### src/rcfd_pkg.sv
`timescale 1ns / 1ps

package rcfd_pkg;

   localparam int unsigned FRAME_LEN  = 18;
   localparam int unsigned STORED_LEN = FRAME_LEN - 1;
   localparam int unsigned COUNT_W    = $clog2(FRAME_LEN);
   localparam int unsigned CH_W       = 11;

   localparam logic [COUNT_W-1:0] LAST_INDEX = COUNT_W'(FRAME_LEN - 1);

   localparam logic [1:0] SW_UP   = 2'd1;
   localparam logic [1:0] SW_MID  = 2'd3;
   localparam logic [1:0] SW_DOWN = 2'd2;
   localparam logic [3:0] SW_BOTH_DOWN = {SW_DOWN, SW_DOWN};

   typedef enum logic [0:0] {
      CSR_CHANNEL_OFFSET    = 1'b0,
      CSR_STICK_ERROR_LIMIT = 1'b1
   } csr_index_type;

   typedef logic [FRAME_LEN-1:0][7:0] frame_type;

   typedef struct packed {
      logic [CH_W-1:0] channel_offset;
      logic [CH_W-1:0] stick_error_limit;
   } cfg_type;

   typedef struct packed {
      logic      valid;
      frame_type bytes;
   } frame_xfer_type;

endpackage

### src/rcfd_collect.sv
`timescale 1ns / 1ps

module rcfd_collect (
   input  logic                   clock,
   input  logic                   reset,
   input  logic                   req_valid,
   output logic                   req_ready,
   input  logic [7:0]             req_rx_byte,
   input  logic                   req_frame_start,
   input  logic                   frame_ready,
   output rcfd_pkg::frame_xfer_type frame_out
);
   import rcfd_pkg::*;

   logic [COUNT_W-1:0] count_ff, count_in;
   logic [7:0]         bytes_ff [STORED_LEN];
   logic               frame_valid_ff, frame_valid_in;
   frame_type          frame_ff;
   logic [COUNT_W-1:0] idx;
   logic               accept;
   logic               last;

   assign req_ready = !frame_valid_ff || frame_ready;
   assign accept    = req_valid && req_ready;
   assign idx       = req_frame_start ? '0 : count_ff;
   assign last      = (idx >= LAST_INDEX);

   always_comb begin
      count_in       = count_ff;
      frame_valid_in = frame_valid_ff;
      if (frame_valid_ff && frame_ready) begin
         frame_valid_in = 1'b0;
      end
      if (accept) begin
         if (last) begin
            count_in       = '0;
            frame_valid_in = 1'b1;
         end else begin
            count_in = idx + COUNT_W'(1);
         end
      end
   end

   always_ff @(posedge clock) begin
      if (reset) begin
         count_ff       <= '0;
         frame_valid_ff <= 1'b0;
      end else begin
         count_ff       <= count_in;
         frame_valid_ff <= frame_valid_in;
      end
   end

   always_ff @(posedge clock) begin
      if (accept) begin
         if (last) begin
            for (int i = 0; i < STORED_LEN; i++) begin
               frame_ff[i] <= bytes_ff[i];
            end
            frame_ff[FRAME_LEN-1] <= req_rx_byte;
         end else begin
            bytes_ff[idx] <= req_rx_byte;
         end
      end
   end

   assign frame_out.valid = frame_valid_ff;
   assign frame_out.bytes = frame_ff;

   // The byte count never runs past the last byte of a frame.
   a_count_range: assert property (@(posedge clock) disable iff (reset)
      count_ff <= LAST_INDEX)
      else $error("byte count out of range");

   // The last byte of a frame always hands a frame to the decoder.
   a_last_loads: assert property (@(posedge clock) disable iff (reset)
      (accept && !req_frame_start && count_ff == LAST_INDEX) |=> frame_valid_ff)
      else $error("completed frame not handed on");

endmodule

### src/rcfd_decode.sv
`timescale 1ns / 1ps

module rcfd_decode (
   input  logic                     clock,
   input  logic                     reset,
   input  rcfd_pkg::cfg_type        cfg,
   input  rcfd_pkg::frame_xfer_type frame_in,
   output logic                     frame_ready,
   output logic                     rsp_valid,
   input  logic                     rsp_ready,
   output logic signed [10:0]       rsp_stick_a,
   output logic signed [10:0]       rsp_stick_b,
   output logic signed [10:0]       rsp_stick_c,
   output logic signed [10:0]       rsp_stick_d,
   output logic [3:0]               rsp_switch_positions,
   output logic signed [15:0]       rsp_mouse_dx,
   output logic signed [15:0]       rsp_mouse_dy,
   output logic signed [15:0]       rsp_mouse_dz,
   output logic [1:0]               rsp_mouse_buttons,
   output logic [15:0]              rsp_key_bits,
   output logic signed [15:0]       rsp_wheel_value,
   output logic [15:0]              rsp_status_flags
);
   import rcfd_pkg::*;

   function automatic logic [6:0] switch_group(logic [1:0] cur, logic [1:0] prev);
      logic [6:0] g;
      g = '0;
      unique case (cur)
         SW_MID: begin
            g[1] = 1'b1;
            if (prev == SW_UP) begin
               g[3] = 1'b1;
            end else if (prev == SW_DOWN) begin
               g[4] = 1'b1;
            end
         end
         SW_UP: begin
            g[0] = 1'b1;
            g[5] = (prev == SW_MID);
         end
         SW_DOWN: begin
            g[2] = 1'b1;
            g[6] = (prev == SW_MID);
         end
         default: g = '0;
      endcase
      return g;
   endfunction

   function automatic logic signed [CH_W-1:0] sat11(logic signed [CH_W:0] d);
      logic signed [CH_W-1:0] r;
      if (d[CH_W] != d[CH_W-1]) begin
         r = d[CH_W] ? {1'b1, {(CH_W-1){1'b0}}} : {1'b0, {(CH_W-1){1'b1}}};
      end else begin
         r = d[CH_W-1:0];
      end
      return r;
   endfunction

   frame_type               b;
   logic [CH_W-1:0]         raw [4];
   logic signed [CH_W:0]    diff [4];
   logic [CH_W:0]           mag [4];
   logic                    ok;
   logic [1:0]              sw1, sw2;
   logic [14:0]             held_new;
   logic                    load;

   logic                    rsp_valid_ff;
   logic [1:0]              prev_left_ff, prev_left_in;
   logic [1:0]              prev_right_ff, prev_right_in;
   logic [14:0]             held_ff, held_in;
   logic signed [10:0]      stick_ff [4];
   logic [3:0]              switch_ff;
   logic [15:0]             dx_ff, dy_ff, dz_ff, keys_ff, wheel_ff, status_ff;
   logic [1:0]              buttons_ff;

   assign b           = frame_in.bytes;
   assign frame_ready = !rsp_valid_ff || rsp_ready;
   assign load        = frame_in.valid && frame_ready;

   assign raw[0] = {b[1][2:0], b[0]};
   assign raw[1] = {b[2][5:0], b[1][7:3]};
   assign raw[2] = {b[4][0], b[3], b[2][7:6]};
   assign raw[3] = {b[5][3:0], b[4][7:1]};
   assign sw1    = b[5][5:4];
   assign sw2    = b[5][7:6];

   always_comb begin
      ok = (sw1 != 2'd0) && (sw2 != 2'd0);
      for (int i = 0; i < 4; i++) begin
         diff[i] = $signed({1'b0, raw[i]}) - $signed({1'b0, cfg.channel_offset});
         mag[i]  = diff[i][CH_W] ? (CH_W+1)'(-diff[i]) : diff[i];
         if (mag[i] > {1'b0, cfg.stick_error_limit}) begin
            ok = 1'b0;
         end
      end
      held_new = {(sw1 == SW_DOWN) && (sw2 == SW_DOWN),
                  switch_group(sw2, prev_right_ff),
                  switch_group(sw1, prev_left_ff)};
   end

   always_comb begin
      prev_left_in  = prev_left_ff;
      prev_right_in = prev_right_ff;
      held_in       = held_ff;
      if (load) begin
         if (ok) begin
            prev_left_in  = sw1;
            prev_right_in = sw2;
            held_in       = held_new;
         end else begin
            prev_left_in  = SW_DOWN;
            prev_right_in = SW_DOWN;
         end
      end
   end

   always_ff @(posedge clock) begin
      if (reset) begin
         rsp_valid_ff  <= 1'b0;
         prev_left_ff  <= '0;
         prev_right_ff <= '0;
         held_ff       <= '0;
      end else begin
         if (frame_ready) begin
            rsp_valid_ff <= frame_in.valid;
         end
         prev_left_ff  <= prev_left_in;
         prev_right_ff <= prev_right_in;
         held_ff       <= held_in;
      end
   end

   always_ff @(posedge clock) begin
      if (load) begin
         if (ok) begin
            for (int i = 0; i < 4; i++) begin
               stick_ff[i] <= sat11(diff[i]);
            end
            switch_ff  <= {sw2, sw1};
            dx_ff      <= {b[7], b[6]};
            dy_ff      <= {b[9], b[8]};
            dz_ff      <= {b[11], b[10]};
            buttons_ff <= {b[13] != 8'd0, b[12] != 8'd0};
            keys_ff    <= {b[15], b[14]};
            wheel_ff   <= {b[17], b[16]} - {5'd0, cfg.channel_offset};
            status_ff  <= {held_new, 1'b1};
         end else begin
            for (int i = 0; i < 4; i++) begin
               stick_ff[i] <= '0;
            end
            switch_ff  <= SW_BOTH_DOWN;
            dx_ff      <= '0;
            dy_ff      <= '0;
            dz_ff      <= '0;
            buttons_ff <= '0;
            keys_ff    <= '0;
            wheel_ff   <= '0;
            status_ff  <= {held_ff, 1'b0};
         end
      end
   end

   assign rsp_valid            = rsp_valid_ff;
   assign rsp_stick_a          = stick_ff[0];
   assign rsp_stick_b          = stick_ff[1];
   assign rsp_stick_c          = stick_ff[2];
   assign rsp_stick_d          = stick_ff[3];
   assign rsp_switch_positions = switch_ff;
   assign rsp_mouse_dx         = dx_ff;
   assign rsp_mouse_dy         = dy_ff;
   assign rsp_mouse_dz         = dz_ff;
   assign rsp_mouse_buttons    = buttons_ff;
   assign rsp_key_bits         = keys_ff;
   assign rsp_wheel_value      = wheel_ff;
   assign rsp_status_flags     = status_ff;

   // A rejected frame reports both switches down and cleared values.
   a_error_clears: assert property (@(posedge clock) disable iff (reset)
      (rsp_valid && !rsp_status_flags[0]) |->
         (rsp_switch_positions == SW_BOTH_DOWN && rsp_stick_a == '0 && rsp_key_bits == '0))
      else $error("rejected frame not cleared");

   // An accepted frame never reports a switch reading of zero.
   a_ok_switches: assert property (@(posedge clock) disable iff (reset)
      (rsp_valid && rsp_status_flags[0]) |->
         (rsp_switch_positions[1:0] != 2'd0 && rsp_switch_positions[3:2] != 2'd0))
      else $error("accepted frame with invalid switch");

   // After a rejected frame both remembered switches read down.
   a_error_prev_down: assert property (@(posedge clock) disable iff (reset)
      (load && !ok) |=> (prev_left_ff == SW_DOWN && prev_right_ff == SW_DOWN))
      else $error("switch history not forced down");

endmodule

### src/rc_receiver_frame_decoder_top.sv
`timescale 1ns / 1ps
// Path: a result passes the collector's frame register and then the decode register.
// Throughput: one byte per cycle while req_ready is high; set by the byte collector and
// the one-stage decode register, with at most one result per 18 bytes.
// Reset: synchronous, active high; clears the byte count, valid flags, switch
// history and held switch flags, and loads offset 1024 and limit 700.

module rc_receiver_frame_decoder_top (
   input  logic                clock,
   input  logic                reset,
   input  logic                csr_write_en,
   input  logic [0:0]          csr_index,
   input  logic [10:0]         csr_wdata,
   input  logic                req_valid,
   output logic                req_ready,
   input  logic [7:0]          req_rx_byte,
   input  logic                req_frame_start,
   output logic                rsp_valid,
   input  logic                rsp_ready,
   output logic signed [10:0]  rsp_stick_a,
   output logic signed [10:0]  rsp_stick_b,
   output logic signed [10:0]  rsp_stick_c,
   output logic signed [10:0]  rsp_stick_d,
   output logic [3:0]          rsp_switch_positions,
   output logic signed [15:0]  rsp_mouse_dx,
   output logic signed [15:0]  rsp_mouse_dy,
   output logic signed [15:0]  rsp_mouse_dz,
   output logic [1:0]          rsp_mouse_buttons,
   output logic [15:0]         rsp_key_bits,
   output logic signed [15:0]  rsp_wheel_value,
   output logic [15:0]         rsp_status_flags
);
   import rcfd_pkg::*;

   localparam logic [CH_W-1:0] OFFSET_RESET = CH_W'(1024);
   localparam logic [CH_W-1:0] LIMIT_RESET  = CH_W'(700);

   cfg_type        cfg_ff;
   frame_xfer_type frame_xfer;
   logic           frame_ready;

   always_ff @(posedge clock) begin
      if (reset) begin
         cfg_ff.channel_offset    <= OFFSET_RESET;
         cfg_ff.stick_error_limit <= LIMIT_RESET;
      end else if (csr_write_en) begin
         unique case (csr_index_type'(csr_index))
            CSR_CHANNEL_OFFSET:    cfg_ff.channel_offset    <= csr_wdata;
            CSR_STICK_ERROR_LIMIT: cfg_ff.stick_error_limit <= csr_wdata;
         endcase
      end
   end

   rcfd_collect u_collect (
      .clock           (clock),
      .reset           (reset),
      .req_valid       (req_valid),
      .req_ready       (req_ready),
      .req_rx_byte     (req_rx_byte),
      .req_frame_start (req_frame_start),
      .frame_ready     (frame_ready),
      .frame_out       (frame_xfer)
   );

   rcfd_decode u_decode (
      .clock                (clock),
      .reset                (reset),
      .cfg                  (cfg_ff),
      .frame_in             (frame_xfer),
      .frame_ready          (frame_ready),
      .rsp_valid            (rsp_valid),
      .rsp_ready            (rsp_ready),
      .rsp_stick_a          (rsp_stick_a),
      .rsp_stick_b          (rsp_stick_b),
      .rsp_stick_c          (rsp_stick_c),
      .rsp_stick_d          (rsp_stick_d),
      .rsp_switch_positions (rsp_switch_positions),
      .rsp_mouse_dx         (rsp_mouse_dx),
      .rsp_mouse_dy         (rsp_mouse_dy),
      .rsp_mouse_dz         (rsp_mouse_dz),
      .rsp_mouse_buttons    (rsp_mouse_buttons),
      .rsp_key_bits         (rsp_key_bits),
      .rsp_wheel_value      (rsp_wheel_value),
      .rsp_status_flags     (rsp_status_flags)
   );

endmodule

### config.mk
export PLATFORM = sky130hd
export DESIGN_NAME = rc_receiver_frame_decoder_top
export DESIGN_NICKNAME = d
export VERILOG_FILES = /design/src/rcfd_pkg.sv /design/src/rcfd_collect.sv /design/src/rcfd_decode.sv /design/src/rc_receiver_frame_decoder_top.sv
export SDC_FILE = /design/constraint.sdc
export NUM_CORES = 1
export LEC_CHECK = 0
export ABC_AREA = 1
export BUFFER_PORTS_ARGS = -buffer_cell sky130_fd_sc_hd__buf_2
export CELL_PAD_IN_SITES_DETAIL_PLACEMENT = 2
export CELL_PAD_IN_SITES_GLOBAL_PLACEMENT = 2
export CORE_ASPECT_RATIO = 1.25
export CORE_UTILIZATION = 43
export DETAILED_ROUTE_END_ITERATION = 7
export PLACE_DENSITY_LB_ADDON = 0.1
export SLEW_MARGIN = 20
export SYNTH_ARGS = -nofsm -noshare
export SYNTH_HDL_FRONTEND = slang
export SYNTH_SLANG_ARGS = --single-unit
### constraint.sdc
create_clock -name clock -period 15.2 [get_ports clock]
set_input_delay 3.04 -clock clock [delete_from_list [all_inputs] [get_ports clock]]
set_output_delay 3.04 -clock clock [all_outputs]
set_load 0.01 [all_outputs]
# Yosys cells after proc, flatten, opt, wreduce, memory -nomap -nowiden
# Memories as Yosys holds them, arrays and structs flattened. A register that Yosys moved wholly into a read port is not among the register bits.
# Index checks and enable logic that the tools add are counted.
classes:
  add_sub_neg: 10
  mul: 0
  n_div: 0
  n_lt_le_gt_ge: 5
  n_eq_ne: 16
  shifts: 0
  n_mux: 63
  bitwise: 5
  n_reduce_logical: 16
ops:
  columns: ["operator", "count"]
  rows:
  - ["11-bit 2-to-1 mux", 20]
  - ["12-bit by 11-bit > comparator with 1-bit output", 4]
  - ["12-bit 2-to-1 mux", 4]
  - ["12-bit negator", 4]
  - ["11-bit by 11-bit subtractor with 12-bit output", 4]
  - ["1-bit 2-to-1 mux", 32]
  - ["2-bit equality test (second input constant)", 8]
  - ["16-bit 2-to-1 mux", 1]
  - ["8-bit nonzero test", 2]
  - ["16-bit by 11-bit subtractor with 16-bit output", 1]
  - ["5-bit 2-to-1 mux", 2]
  - ["2-bit by 1-bit equality test with 1-bit output (second input constant)", 4]
  - ["2-bit 2-to-1 mux", 4]
  - ["2-bit AND reduction", 4]
  - ["5-bit by 1-bit adder with 5-bit output (second input constant)", 1]
  - ["5-bit >= comparator (second input constant)", 1]
  - ["1-bit logical AND", 4]
  - ["1-bit != test", 4]
  - ["1-bit bitwise OR", 4]
  - ["2-bit nonzero test", 2]
  - ["1-bit zero test", 2]
  - ["1-bit logical OR", 2]
  - ["1-bit inverter", 1]
totals:
  regBits: 158
  latchBits: 0
  mem_bits_rw: 180
  mem_bits_ro: 0
  inputBits: 26
  word_cells: 134
  memories: 2
memory_table:
  columns: ["memory", "depth", "width", "read_ports", "rd_clocked_by_memory_dff", "wr", "line", "text"]
  rows:
  - ["u_collect.bytes_ff", 17, 8, 17, 17, 1, "rcfd_collect.sv:16", "logic [7:0] bytes_ff [STORED_LEN];"]
  - ["u_decode.stick_ff", 4, 11, 4, 0, 4, "rcfd_decode.sv:74", "logic signed [10:0] stick_ff [4];"]

# Logic depth before layout (Yosys ltp)
# Gate-level depths: netlist (run 1).
depth:
  depth_word: 12
  mapped_depth: 34

# Cells and area by module
# A second synthesis (run 1) with hierarchy kept.
unflattened:
  cells_unflattened: 1990
  hier_area_um2: 21245.4
by_module_without_submodules:
  columns: ["module", "instances", "cells_each", "area_each_um2", "seq_area_each_um2"]
  rows:
  - ["rcfd_decode", 1, 1493, 11335.9, 4454.3]
  - ["rcfd_collect", 1, 377, 9014.9, 8528.2]
  - ["rc_receiver_frame_decoder_top", 1, 120, 894.6, 440.4]

# Worst setup path after synthesis (run 1)
# No wires, ideal clock.
synth_timing:
  path_type: "in2reg"
  start: "input req_frame_start"
  end: "register u_collect.frame_ff, in the netlist u_collect.frame_out[0], read port of u_collect.bytes_ff, enable pin"
  setup_time_ns: 0.497
  arrival_time_ns: 6.602
  t_required_ns: 14.703
  setup_slack_ns: 8.101
  path_stages: 8
  path_buffers: 0
  path_cell_list: "inv_1 nand2_1 inv_1 ha_1 inv_1 o31ai_1 nand2_1 inv_1"
synth_between:
  elab_chain_cells: 3
synth_lines:
  columns: ["element", "line", "text"]
  rows:
  - ["start: declaration", "rc_receiver_frame_decoder_top.sv:17", "input logic req_frame_start,"]
  - ["5-bit 2-to-1 mux", "rcfd_collect.sv:25", "assign idx = req_frame_start ? '0 : count_ff;"]
  - ["5-bit >= comparator", "rcfd_collect.sv:26", "assign last = (idx >= LAST_INDEX);"]
  - ["2-bit AND reduction (no line)", null, null]
  - ["end: declaration", "rcfd_collect.sv:18", "frame_type frame_ff;"]
# No other way between the ends.
# A chain may end at the register's enable or synchronous reset.

# Worst setup path in the final report (run 1)
layout_timing:
  start: "input rsp_ready"
  end: "output req_ready"
layout_between:
  elab_chain_cells: 2
layout_lines:
  columns: ["element", "line", "text"]
  rows:
  - ["start: declaration", "rc_receiver_frame_decoder_top.sv:19", "input logic rsp_ready,"]
  - ["1-bit logical OR", "rcfd_decode.sv:80", "assign frame_ready = !rsp_valid_ff || rsp_ready;"]
  - ["1-bit logical OR", "rcfd_collect.sv:23", "assign req_ready = !frame_valid_ff || frame_ready;"]
  - ["end: declaration", "rc_receiver_frame_decoder_top.sv:15", "output logic req_ready,"]
# No other way between the ends.

==> out/qor.yml, run 1 <==
areaGrowthSynthToFinish_pct: 14.5
grt_pass1_vias: 17200
slew_headroom_pct: 25.4
final_hold_viol_count: 0
fin_ws_ns: 8.53
fin_crit_sh_pct: 43.9
fmax_mhz: 150
route.detailed.drc: 0
wirelength_mm: 71.2
yosys_warnings: 0
critPathTopFamily: "buffers and inverters"
fin_total_pwr_mw: 2.92
async_flop_share_pct: 0
critPathBufInv: 3
setup_viol: 0
syn-num-nets: 2145
internal-power_mw: 2.15
clock_sinks: 474
mappedNetlistArea_sq_mm: 0.0213
fill_cells: 4912
synth-edff-count: 393
die_area_sq_mm: 0.0504
layout.nets: 2342
drtIter0Drc: 731
netSwitchingPower_uw: 763
row_count: 90
p_comb_share_pct: 10.9
die_h_um: 251
whs_path_depth: 0
cp_common_cell: "buf_2"
ctsHoldBuffers: 0
ys.flop_type: "edfxtp_1"
skew_ns: 0.0210
status: "finished, final reports clean"
layout_commonest_cell: "nand2_1"
pwr-share-clk_pct: 40.7
numCtsBuffers: 47
finalWeightedCongestion: 0.865
cts_buffer_depth: 3
grt_max_degree: 88
maxCapViolCount: 0
initial_utilization_pct: 43.9
gr-total-overflow: 0
grt_pass1_wl_mm: 107
clkTransAtPathRegs_ns: 0.07
p_leak_nw: 10.5
worstReg2RegStart: "cfg_ff[12]"
critical_path.max_stage_delay_ns: 0.20
cts_root_buf: "clkbuf_16"
cp-end-kind: "output port"
worstRegToRegCells: 24
swShare_pct: 26.2
cp.arrival_ns: 3.63
antenna_found_initial: 0
gr-usage-all-layers_pct: 28.5
fin_setup_tns_ns: 0
min_period_ns: 6.67
yosysUniqueCellTypes: 47
syn_avg_cell_area_sq_um: 10.6
synthesis.instances: 2007
ant_nets: 0
r2r_end: "u_decode.rsp_wheel_value[11]"
clock_latency_ns: 0.61
r2r_setup_slack_ns: 9.43
diodes: 0
slew_violations: 0
rsz0062_at_grt: "false"
core-area_sq_mm: 0.0485
cts_setup_buffers: 0
first_pass_iters: 5
drive_gt1_share_pct: 13.3
boundaryPins: 174
cts_resized: 0
dp_slack_ns: 8.65
place_area_sq_mm: 0.0228
port_buffers: 173
crit_slowest_cell: "buf_2"
cellPowerDensity_mw_per_mm2: 120
vias: 15400
min-delay-path-class: "reg -> reg"
irDropWorstVdd_v: 0.0000824
path_class: "in -> out"
cp-start-kind: "primary input"
placed_cells: 2799
yosysSeqAreaShare_pct: 63.1
min_from: "u_collect.bytes_ff[11][1]"
holdWs_ns: 0.416
final_cell_mix: "nand2_1 (424), edfxtp_1 (393), inv_1 (293)"
cts_tree: "yes"
final_cell_area_sq_mm: 0.0244
die_w_um: 201
h-tree-depth: 2
required_ns: 12.16
crit_path_cell_trace: "buf_2 -> inv_1 -> nand3_1 -> buf_2"
wl_per_cell_um: 24.7
dp_hpwl_mm: 48.1
critPathMaxFanout: 3
fin_cells: 2885
holdPathEnd: "u_collect.frame_out[89]"
seqPwrFrac_pct: 48.4
fin_util_pct: 50.2
ys_ff_latch: 474
tightest_slew_ns: 1.11
via_per_inst: 5.35
-- worst max path at each step --
stage | from | to | slack, ns | cells after the start
finish | rsp_ready | req_ready | 8.53 | 4
global route | rsp_ready | req_ready | 8.52 | 4
CTS | rsp_ready | req_ready | 8.54 | 4
detailed placement | rsp_ready | req_ready | 8.65 | 4
global placement | rsp_ready | req_ready | 8.70 | 4
floorplan | req_frame_start | u_collect.frame_out[0] | 8.10 | 8
-- flip-flops by register name, indices dropped and copies added, names as in the netlist, 4 cells and up --
name and count:
cfg_ff 22, u_collect.bytes_ff 136, u_collect.count_ff 5, u_collect.frame_out 144, u_decode.held_ff 15, u_decode.rsp_key_bits 16
u_decode.rsp_mouse_dx 16, u_decode.rsp_mouse_dy 16, u_decode.rsp_mouse_dz 16, u_decode.rsp_status_flags 16, u_decode.rsp_switch_positions 4, u_decode.rsp_wheel_value 16
u_decode.stick_ff 44
-- cells by family after synthesis --
kind of cell / Yosys count / share of synthesized area (%)
xor gates and xnor gates: 54 / 2.36
AOI/OAI and AO/OA: 209 / 5.36
DFF: 474 / 63.1
adders and majority gates: 112 / 6.76
and+or+nand+nor: 818 / 16.2
buffers and inverters: 340 / 6.20
-- final cells by class --
class                      instances  area [sq um]  area share (%)
multi-input combinational       1193          6550            26.9
sequential                       474         13400            55.1
clock inverter                    27           256            1.05
inverter                         311          1170            4.82
tap                              644           806            3.31
clock buffer                      59          1270            5.22
timing repair buffer             177           896            3.68
-- per-layer routing --
| layer | global-route usage, % | vias to the layer above | wire [um] |
|---|---|---|---|
| met1 | 32.7 | 7790 | 27800 |
| met2 | 53.2 | 439 | 37600 |
| met4 | 11.5 | 0 | 2770 |
| li1 | - | 7067 | - |
| met5 | 0 | - | 0 |
| met3 | 3.89 | 150 | 3010 |
-- power groups by stage --
stage | Combinational [mW] | Sequential (mW) | Clock (mW)
6_report | 0.319 | 1.41 | 1.19
4_1_cts | 0.323 | 1.41 | 1.20
5_1_grt | 0.358 | 1.41 | 1.24
2_1_floorplan | 0.209 | 1.44 | 0
3_3_place_gp | 0.296 | 1.44 | 0
3_5_place_dp | 0.317 | 1.44 | 0
-- cells in the mapped netlist, types with 6 or more instances --
| master | count | area, sq um |
|---|---|---|
| a31oi_1 | 6 | 37.5 |
| a21o_1 | 6 | 45.0 |
| clkbuf_1 | 13 | 48.8 |
| nand2_1 | 425 | 1600 |
| nand3b_1 | 9 | 67.6 |
| nand3_1 | 73 | 365 |
| a21oi_1 | 86 | 430 |
| o21ai_1 | 26 | 130 |
| xor2_1 | 45 | 394 |
| o211ai_1 | 8 | 60.1 |
| ha_1 | 107 | 1340 |
| edfxtp_1 | 393 | 11800 |
| o21ai_0 | 60 | 300 |
| nor2_1 | 234 | 878 |
| nor3_1 | 8 | 40.0 |
| buf_2 | 8 | 40.0 |
| inv_2 | 13 | 48.8 |
| buf_4 | 7 | 52.6 |
| dfxtp_1 | 81 | 1620 |
| or2_2 | 7 | 43.8 |
| nand4_1 | 35 | 219 |
| inv_1 | 295 | 1110 |
Note: power is estimated with default switching activity, not from simulation.
==> run 2, diff against run 1 <==
Settings changed: CORE_UTILIZATION 43 to 36.
Clock period 15.2 ns to 5.8 ns, I/O delays scaled along.
==> run 2 against run 1 <==
Against the previous run: critical endpoint is now u_decode.rsp_wheel_value[2]; count of clock-buffer cells in the layout unchanged; hold slack worse by 0.0037 ns; worst setup slack got worse by 7.9 ns.
==> out/qor.yml, run 2 (synthesis gave the netlist of run 1 again) <==
layout.nets: 2353  # +0.47%
antenna_found_initial: 2  # +2
dp_hpwl_mm: 48.3  # +0.46%
die_area_sq_mm: 0.0601  # +19%
cts_resized: 0  # unchanged
fin_crit_sh_pct: 89.9
fin_total_pwr_mw: 7.75  # +170%
finalWeightedCongestion: 0.871  # +0.76%
cp-start-kind: "flip-flop"
layout_commonest_cell: "nand2_1"
ctsHoldBuffers: 0  # unchanged
path_class: "reg -> reg"
die_w_um: 219  # +9.2%
cp.arrival_ns: 5.64  # +2.01 ns
rsz0062_at_grt: "false"
row_count: 99  # +10%
diodes: 0  # unchanged
min_period_ns: 5.21
gr-total-overflow: 0  # unchanged
grt_max_degree: 68  # -23%
initial_utilization_pct: 36.5  # -7.4 points
tightest_slew_ns: 0.951  # -0.162 ns
fmax_mhz: 192
status: "finished, final reports clean"
core-area_sq_mm: 0.0583  # +20%
maxCapViolCount: 0  # unchanged
final_cell_mix: "nand2_1 (424), edfxtp_1 (393), inv_1 (293)"
fill_cells: 6133  # +25%
wirelength_mm: 65.5  # -8.0%
skew_ns: 0.0220  # +0.00100 ns
irDropWorstVdd_v: 0.000309  # +270%
cts_tree: "yes"
final_hold_viol_count: 0  # unchanged
fin_setup_tns_ns: 0  # unchanged
cp-end-kind: "flip-flop"
numCtsBuffers: 50  # +6.4%
min-delay-path-class: "reg -> reg"
setup_viol: 0  # unchanged
holdWs_ns: 0.412  # -0.00370 ns
cts_buffer_depth: 3  # unchanged
cellPowerDensity_mw_per_mm2: 314  # +160%
grt_pass1_wl_mm: 98.9  # -7.5%
die_h_um: 274  # +9.2%
port_buffers: 173  # unchanged
required_ns: 6.22  # -5.94 ns
critPathMaxFanout: 35  # +32
clock_sinks: 474  # unchanged
cts_setup_buffers: 0  # unchanged
p_leak_nw: 10.6  # +0.91%
route.detailed.drc: 0  # unchanged
h-tree-depth: 2  # unchanged
areaGrowthSynthToFinish_pct: 16.0
wl_per_cell_um: 21.8  # -12%
gr-usage-all-layers_pct: 22.3  # -6.3 points
largest_reg_flops: 144  # unchanged
final_cell_area_sq_mm: 0.0247  # +1.3%
place_area_sq_mm: 0.0231  # +0.94%
first_pass_iters: 4  # -1
cts_root_buf: "clkbuf_16"
slew_headroom_pct: 36.6  # +11 points
drtIter0Drc: 566  # -23%
clkTransAtPathRegs_ns: 0.06  # about the same
via_per_inst: 4.96  # -7.3%
dp_slack_ns: 0.536  # -8.12 ns
boundaryPins: 174  # unchanged
clock_latency_ns: 0.61  # about the same
grt_pass1_vias: 16500  # -4.1%
vias: 14900  # -3.3%
slew_violations: 0  # unchanged
fin_ws_ns: 0.585  # -7.94 ns
drive_gt1_share_pct: 13.8  # +0.46 points
ant_nets: 0  # unchanged
==> run 2: changes by cell type in the layout (fill, tap and decap cells not counted), sizes merged <==
cell / change
bufinv: +2
buf: +8
clkinvlp: -1
clkinv: +3
==> run 2: final timing paths <==
check             slack (ns)  cells past startpoint                 startpoint                     endpoint
setup / recovery        0.59                     25                 cfg_ff[12]  u_decode.rsp_wheel_value[2]
hold / removal          0.41                      0  u_collect.bytes_ff[16][5]     u_collect.frame_out[133]
setup reg to reg        0.59                     25                 cfg_ff[12]  u_decode.rsp_wheel_value[2]
hold reg to reg         0.41                      0  u_collect.bytes_ff[16][5]     u_collect.frame_out[133]
==> run 2: area by class of cell <==
class | count | area [sq um] | share of cell area [%]
repair buffers | 185 | 968 | 3.92
clock buffers | 59 | 1310 | 5.29
multi-input cells | 1193 | 6550 | 26.5
clock inverters | 31 | 325 | 1.32
well taps | 757 | 947 | 3.84
inverters | 311 | 1170 | 4.75
flip-flops and latches | 474 | 13400 | 54.4
==> run 2: layer usage <==
metal / vias to the layer above / wire [um] / global-route usage, %
met2: 245 / 34200 / 40.6
met3: 126 / 2370 / 3.69
met1: 7470 / 26500 / 25.8
met4: 2 / 2470 / 8.50
li1: 7089 / - / -
met5: - / 8 / 0
==> run 2: where the power goes <==
| part | internal, mW | switching, mW |
|---|---|---|
| sequential | 3.69 | 0.0109 |
| combinational | 0.255 | 0.572 |
| clock | 1.84 | 1.38 |
==> run 2: worst max-delay path, cell delays in order, from the launching register on <==
cell and delay, ns:
dfxtp_1 0.33, inv_1 0.44, ha_1 0.35, nand3_1 0.11
nand3_2 0.13, a21oi_1 0.26, inv_1 0.07, nand2_1 0.06
nand2_1 0.16, inv_1 0.14, nand4_1 0.13, o31ai_1 0.33
xor2_1 0.23, inv_1 0.07, ha_1 0.29, nand3_1 0.07
nor3_1 0.15, nand2_1 0.08, nand2_1 0.12, nand2_1 0.07
nor2_1 0.16, nand3_1 0.12, nor2_2 0.22, nand2_4 0.25
buf_4 0.35, nor3b_1 0.27
==> run 2: per-stage QoR <==
stage / std cells / utilization (%)
3_5_place_dp: 2920 / 39.5
4_1_cts: 3010 / 42.3
5_1_grt: 3010 / 42.3
3_3_place_gp: 2920 / 39.5
6_report: 3010 / 42.3
2_1_floorplan: 2007 / -
